--- src/rtl/core/spe_pkg.sv ---
package spe_pkg;

    localparam int NDIM       = 2;
    localparam int MAX_SUBDIV = 16;
    localparam int NF         = 2;
    localparam int NW_MAX     = 1024;

    localparam int NBP    = MAX_SUBDIV + 1;
    localparam int C_W    = $clog2(NBP);
    localparam int DW     = (NDIM > 1) ? $clog2(NDIM) : 1;
    localparam int JW     = $clog2(NDIM + 1);
    localparam int KW     = (NF > 1) ? $clog2(NF) : 1;
    localparam int FRAC_W = 16;
    localparam int IT_W   = $clog2(FRAC_W);
    localparam int MU_W   = FRAC_W + 1;
    localparam int VA_W   = $clog2((MAX_SUBDIV + 2) ** NDIM) + 1;
    localparam int WAW    = $clog2(NW_MAX);
    localparam int WMA_W  = $clog2(NF * NW_MAX);
    localparam int BPA_W  = $clog2(NDIM * NBP);
    localparam int PROD_W = MU_W + 1 + 32;
    localparam int ACC_W  = PROD_W + JW;

    localparam int CFG_N  = 4;
    localparam int CFG_AW = 2;
    localparam int CFG_DW = 5;

    typedef enum logic [1:0] {
        CMD_WR_BP  = 2'd0,
        CMD_WR_W   = 2'd1,
        CMD_WR_BND = 2'd2,
        CMD_EVAL   = 2'd3
    } t_cmd;

    typedef enum logic [3:0] {
        S_IDLE, S_CHECK, S_DSTART, S_SCAN, S_SEND, S_DINIT, S_DIV, S_DDONE,
        S_SORT, S_ADDR, S_RD, S_MUL, S_ACC, S_OLOAD, S_OWAIT
    } t_state;

    typedef struct packed {
        t_cmd               cmd;
        logic [2:0]         lane_sel;
        logic [9:0]         entry_index;
        logic signed [31:0] write_value;
        logic signed [31:0] coord_0;
        logic signed [31:0] coord_1;
        logic signed [31:0] coord_2;
        logic signed [31:0] coord_3;
    } t_in_item;

    typedef struct packed {
        logic [2:0]         out_index;
        logic signed [31:0] out_value;
        logic               outside;
        logic               last;
    } t_out_item;

    typedef struct packed {
        logic            scan_clr;
        logic            bp_rd;
        logic [C_W-1:0]  bp_ix;
        logic [DW-1:0]   d;
        logic            div_init;
        logic            div_step;
        logic            dim_done;
        logic            sort;
        logic            addr_calc;
        logic [JW-1:0]   j;
        logic            w_rd;
        logic [KW-1:0]   k;
        logic            mul;
        logic            acc;
        logic            out_load;
        logic            out_valid;
    } t_ctl;

    typedef struct packed {
        logic           outside;
        logic           match;
        logic           eq;
        logic [C_W-1:0] ncell;
    } t_stat;

    function automatic logic [C_W-1:0] cells_of(input logic [CFG_DW-1:0] v);
        logic [C_W-1:0] r;
        if (v < 1) begin
            r = C_W'(1);
        end else if (int'(v) > MAX_SUBDIV) begin
            r = C_W'(MAX_SUBDIV);
        end else begin
            r = C_W'(v);
        end
        return r;
    endfunction

endpackage

--- src/rtl/core/spe_ctrl.sv ---
module spe_ctrl (
    input  logic           i_clk,
    input  logic           i_rst_n,
    input  logic           i_acc_eval,
    input  spe_pkg::t_stat i_stat,
    input  logic           i_out_ready,
    output spe_pkg::t_ctl  o_ctl,
    output logic           o_in_ready
);
    import spe_pkg::*;

    t_state          r_state, n_state;
    logic [DW-1:0]   r_d, n_d;
    logic [C_W-1:0]  r_c, n_c;
    logic [IT_W-1:0] r_it, n_it;
    logic [JW-1:0]   r_j, n_j;
    logic [KW-1:0]   r_k, n_k;

    always_ff @(posedge i_clk) begin
        if (!i_rst_n) begin
            r_state <= S_IDLE;
            r_d     <= '0;
            r_c     <= '0;
            r_it    <= '0;
            r_j     <= '0;
            r_k     <= '0;
        end else begin
            r_state <= n_state;
            r_d     <= n_d;
            r_c     <= n_c;
            r_it    <= n_it;
            r_j     <= n_j;
            r_k     <= n_k;
        end
    end

    always_comb begin
        n_state = r_state;
        n_d     = r_d;
        n_c     = r_c;
        n_it    = r_it;
        n_j     = r_j;
        n_k     = r_k;
        unique case (r_state)
            S_IDLE: begin
                if (i_acc_eval) begin
                    n_state = S_CHECK;
                end
            end
            S_CHECK: begin
                n_k = '0;
                n_j = '0;
                n_d = '0;
                n_state = i_stat.outside ? S_OLOAD : S_DSTART;
            end
            S_DSTART: begin
                n_c = '0;
                n_state = S_SCAN;
            end
            S_SCAN: begin
                if (r_c == i_stat.ncell) begin
                    n_state = S_SEND;
                end else begin
                    n_c = r_c + 1'b1;
                end
            end
            S_SEND: n_state = S_DINIT;
            S_DINIT: begin
                n_it = '0;
                n_state = (i_stat.eq || !i_stat.match) ? S_DDONE : S_DIV;
            end
            S_DIV: begin
                n_it = r_it + 1'b1;
                if (r_it == IT_W'(FRAC_W - 1)) begin
                    n_state = S_DDONE;
                end
            end
            S_DDONE: begin
                if (r_d == DW'(NDIM - 1)) begin
                    n_state = S_SORT;
                end else begin
                    n_d = r_d + 1'b1;
                    n_state = S_DSTART;
                end
            end
            S_SORT: begin
                n_j = '0;
                n_k = '0;
                n_state = S_ADDR;
            end
            S_ADDR: n_state = S_RD;
            S_RD:   n_state = S_MUL;
            S_MUL:  n_state = S_ACC;
            S_ACC: begin
                if (r_j == JW'(NDIM)) begin
                    n_state = S_OLOAD;
                end else begin
                    n_j = r_j + 1'b1;
                    n_state = S_ADDR;
                end
            end
            S_OLOAD: n_state = S_OWAIT;
            S_OWAIT: begin
                if (i_out_ready) begin
                    if (r_k == KW'(NF - 1)) begin
                        n_state = S_IDLE;
                    end else begin
                        n_k = r_k + 1'b1;
                        n_j = '0;
                        n_state = i_stat.outside ? S_OLOAD : S_ADDR;
                    end
                end
            end
            default: n_state = S_IDLE;
        endcase
    end

    always_comb begin
        o_ctl       = '0;
        o_ctl.d     = r_d;
        o_ctl.bp_ix = r_c;
        o_ctl.j     = r_j;
        o_ctl.k     = r_k;
        unique case (r_state)
            S_DSTART: o_ctl.scan_clr  = 1'b1;
            S_SCAN:   o_ctl.bp_rd     = 1'b1;
            S_DINIT:  o_ctl.div_init  = 1'b1;
            S_DIV:    o_ctl.div_step  = 1'b1;
            S_DDONE:  o_ctl.dim_done  = 1'b1;
            S_SORT:   o_ctl.sort      = 1'b1;
            S_ADDR:   o_ctl.addr_calc = 1'b1;
            S_RD:     o_ctl.w_rd      = 1'b1;
            S_MUL:    o_ctl.mul       = 1'b1;
            S_ACC:    o_ctl.acc       = 1'b1;
            S_OLOAD:  o_ctl.out_load  = 1'b1;
            S_OWAIT:  o_ctl.out_valid = 1'b1;
            default: ;
        endcase
        o_in_ready = (r_state == S_IDLE);
    end

endmodule

--- config.mk ---
export PLATFORM = sky130hd
export DESIGN_NAME = spe_ctrl
export DESIGN_NICKNAME = d
export VERILOG_FILES = /design/src/rtl/core/spe_pkg.sv /design/src/rtl/core/spe_ctrl.sv
export SDC_FILE = /design/constraint.sdc
export NUM_CORES = 1
export LEC_CHECK = 0
export ABC_AREA = 0
export BUFFER_PORTS_ARGS = -buffer_cell sky130_fd_sc_hd__buf_2
export CORE_MARGIN = 1.5
export CORE_UTILIZATION = 51
export DETAILED_ROUTE_END_ITERATION = 10
export PLACE_DENSITY = 0.84
export SYNTH_ARGS = -nofsm -noshare
export SYNTH_HDL_FRONTEND = slang
export SYNTH_SLANG_ARGS = --single-unit
--- constraint.sdc ---
create_clock -name i_clk -period 2.3 [get_ports i_clk]
set_clock_uncertainty 0.15 [all_clocks]
set_input_delay 0.23 -clock i_clk [delete_from_list [all_inputs] [get_ports i_clk]]
set_output_delay 0.23 -clock i_clk [all_outputs]
set_load 0.01 [all_outputs]
== After elaboration in Yosys (flattened, before gate mapping) ==
Cells that the tools add are included.
Storage, ports and cells
  word-level logic and storage cells: 83
  output and inout port bits: 22
  register bits: 17
Operators by class
  equal/unequal tests: 24
  reductions and logical operators: 13
  muxes and demuxes: 35
  add/sub/neg operators: 5
Operators with widths (number)
  $pmux W4 S15: 1
  $eq A4 B4 Y1 const B: 8
  $mux W4: 7
  $eq A4 B3 Y1 const B: 4
  $mux W1: 16
  $ne A2 B2 Y1 const B: 7
  $pmux W5 S2: 1
  $eq A4 B2 Y1 const B: 2
  $pmux W4 S2: 1
  $reduce_and A4 Y1: 2
  $reduce_bool A2 Y1: 4
  $mux W2: 3
  $mux W3: 2
  $pmux W2 S3: 1
  $add A5 B1 Y5 const B: 1
  $eq A5 B5 Y1: 1
  $mux W5: 1
  $add A4 B1 Y4 const B: 1
  $eq A4 B1 Y1 const B: 1
  $logic_not A4 Y1: 1
  $pmux W1 S2: 2
  $reduce_and A2 Y1: 2
  $reduce_bool A3 Y1: 1
  $add A1 B1 Y1 const B: 2
  other kinds (5): 5

== Longest topological paths before layout ==
  depth in word-level cells: 4
  depth in mapped cells: 8
  mapped depth without buffers: 7

== Worst setup path after synthesis ==
OpenSTA, ideal clock, no wires.
  path kind: register to register
  start point: register r_state[3]
  end point: register r_c[3]
  required time: 2076 ps
  arrival: 1576 ps
  slack: 500 ps
  clock period less this slack: 1800 ps
  cell stages (with the launch flop): 8
  library setup time: 74 ps
  cells stage by stage: dfxtp_1 > buf_6 > nand2b_4 > or3_4 > inv_2 > nor3_2 > or4_1 > o21ai_0
On the way
  word-level cells in the longest chain between the ends: 3
  elaborated cells between the ends (all ways): 6
RTL lines
  start, declared: line spe_ctrl.sv:12  | t_state r_state, n_state;
  start signal, assigned: line spe_ctrl.sv:28  | r_state <= n_state;
  $eq A4 B2 Y1: line spe_ctrl.sv:44  | unique case (r_state)
  $ne A2 B2 Y1 (no source line) or $reduce_bool A2 Y1 (tied branches)
  $reduce_and A2 Y1 (no source line)
  end signal, assigned: line spe_ctrl.sv:30  | r_c <= n_c;
  end, declared: line spe_ctrl.sv:14  | logic [C_W-1:0] r_c, n_c;
Several ways; a longest one is shown, not always the timed one.
A chain may end at the register's enable or synchronous reset.

==> out/summary.txt <==
Placed Area = 1330 um^2
Clk slew on worst S/H paths = 100 ps
#FFs+latches synth = 17
WL final = 2.78 mm
PortBufs = 33
Critical path data arrival time = 1680 ps
Sw Ratio = 46.4%
Final setup fails = 0
Vias in the first global route = 1,131
Gp weighted congestion = 0.855
Tcrit/Tclk final = 89.5%
Worst-Margin Slew = 604 ps
Die Span X = 51.3 um
GR Util met2 = 40.3%
Synth warn = 0
Die area = 2630 um^2
Pins over their slew limit = 0
WP data required = 1920 ps
Critical path type = reg2out
Largest buffer count on any clock path = 2
Comb power frac = 53.5%
IO Pins = 34
Rel. slew slack = 59.7%
Crit start category = flip-flop
CTS tree = done
Cells after Synth = 160
H-tree depth = 1
Fraction of power consumed by sequential logic = 34.3%
Post-route cell area = 1360 um^2
Global-route met3 utilization = 5.85%
Crit path max fanout = 20
Power density cells = 966 nW/um^2
Most common cell after layout, fill and taps aside = buf_2
Outcome = completed
Final hold violation count = 0
Setup bufs post-CTS = 0
Sw power = 608 uW
Tmin final = 2060 ps
Leak = 0.000602 uW
Worst Hold Class = in2reg
Ant. Diodes = 0
Total GRT Usage = 22.7%
Post-CTS Hold Buffers = 0
Final setup TNS = 0 ps
Clk pwr share = 12.2%
Final #Nets = 201
Remaining DRCs = 0
Vias = 1,229
Fraction of layout instances using a drive strength above 1 = 23.8%
Post-CTS sizing = 0
Met1 Use GR = 25.7%
Grt peak-use layer = met2
Largest net degree at the start of global routing = 21
Row Count = 17
Initial antenna violation count = 0
Synth-to-Final Area Change = 14.1%
Post-DR wirelength/cell = 13.0 um
Int Power = 703 uW
Antenna viol nets, final = 0
1st-pass router iterations = 4
Syn_area_per_cell = 7.43 um^2
Starting Density = 53.7%
Register area share after synthesis = 28.6%
CTS buffer count = 3
GR Overflow Total = 0
Ys async rst share = 0%
HPWL Detailed = 2.09 mm
Clk root buf = clkbuf_4
Vias/cell = 5.77
VDD IR-drop max = 0.000595 V
Drt initial violations = 15
Synth unique cells = 47
Worst skew pair latency = 290 ps
Most common flop cell mapped by yosys = dfxtp_1
RSZ-0062 raised after global routing = false
Sink Count = 17
Post-synth EDFFs = 0
Syn nets = 175
Crit. End Element = primary output
Max_cap viols = 0
Die height = 51.3 um
First-pass GRT wire length = 4.64 mm
Most frequent cells in the layout = 33 x buf_2, 19 x nand2_1, 17 x dfxtp_1
Placeable Area = 2210 um^2
Synth Cell Area = 1190 um^2
Fmax = 486 MHz
-- critical path, stage by stage, from the launching register on --
cell,delay [ps]
dfxtp_1,720
nor2b_1,240
nand2_1,120
inv_1,160
buf_2,160
-- sequential cells by signal, indices dropped and copies added (netlist names) --
name,count
r_j,2
r_k,1
r_it,4
r_state,4
r_c,5
r_d,1
-- cells in the mapped netlist, types with 2 or more instances --
cell type   n  share of area [%]
dfxtp_1    17                 29
nand3_1    11                4.6
nor3b_1     2                1.3
nand2_1    19                6.0
xnor2_1     6                4.4
inv_1       9                2.8
clkbuf_1    7                2.2
a2111oi_0   2                1.5
o21a_1      2                1.3
a31oi_1     4                2.1
and3_1      2                1.1
or4_1       2                1.3
nor2_1     10                3.2
nor2b_1     6                3.2
o21ai_0    10                4.2
a21oi_1     6                2.5
nand2b_1    3                1.6
buf_4       4                2.5
nor3_1      6                2.5
buf_2       2               0.84
ha_1        3                3.2
a21boi_0    2                1.3
-- metal layers --
metal  up-vias  wire [um]
met2        42       1420
met3         6        143
li1        614          -
met1       567       1180
met5         -          0
met4         0         36
-- area by class of cell --
class | instances | area, um^2
inverter | 10 | 37.5
timing repair buffer | 36 | 188
tap | 28 | 35.0
fill | 214 | 856
multi-input combinational | 118 | 729
sequential | 17 | 340
clock buffer | 4 | 26.3
-- final timing paths --
path	depth (start not counted)	endpoint	start	slack (ps)
worst max-delay path	4	o_ctl[11]	r_state[2]	240
worst min-delay path	3	r_k	i_out_ready	110
worst max register to register	4	r_state[2]	r_state[2]	370
worst min register to register	1	r_it[3]	r_it[3]	310
-- cells by family (layout without fill, tap and decap cells) --
logic type / count (synthesis) / in the layout / share of synthesized area [%]
fa+ha+maj: 3 / 3 / 3.16
simple gates: 69 / 69 / 31.4
flops: 17 / 17 / 28.6
xor+xnor: 7 / 7 / 5.16
compound gates: 39 / 39 / 21.7
buf+inv: 25 / 50 / 10.0
-- through the flow --
| stage | setup WS, ps | instances | power, uW | utilization (%) | hold slack (ps) |
|---|---|---|---|---|---|
| after detailed placement | 416 | 209 | 1140 | 60.1 | 292 |
| after floorplan | 500 | 160 | 973 | - | 273 |
| after CTS | 286 | 213 | 1300 | 61.3 | 106 |
| after global routing | 150 | 213 | 1410 | 61.3 | 104 |
| final | 242 | 213 | 1310 | 61.3 | 106 |
| after global placement | 481 | 209 | 1110 | 60.1 | 287 |
-- power by group through the flow --
stage	clock network (uW)	registers (uW)	logic, uW
2_1_floorplan	0	370	602
3_3_place_gp	0	443	671
3_5_place_dp	0	451	689
4_1_cts	163	444	693
5_1_grt	179	460	774
6_report	160	449	701
Note: power is estimated with default switching activity, not from simulation.
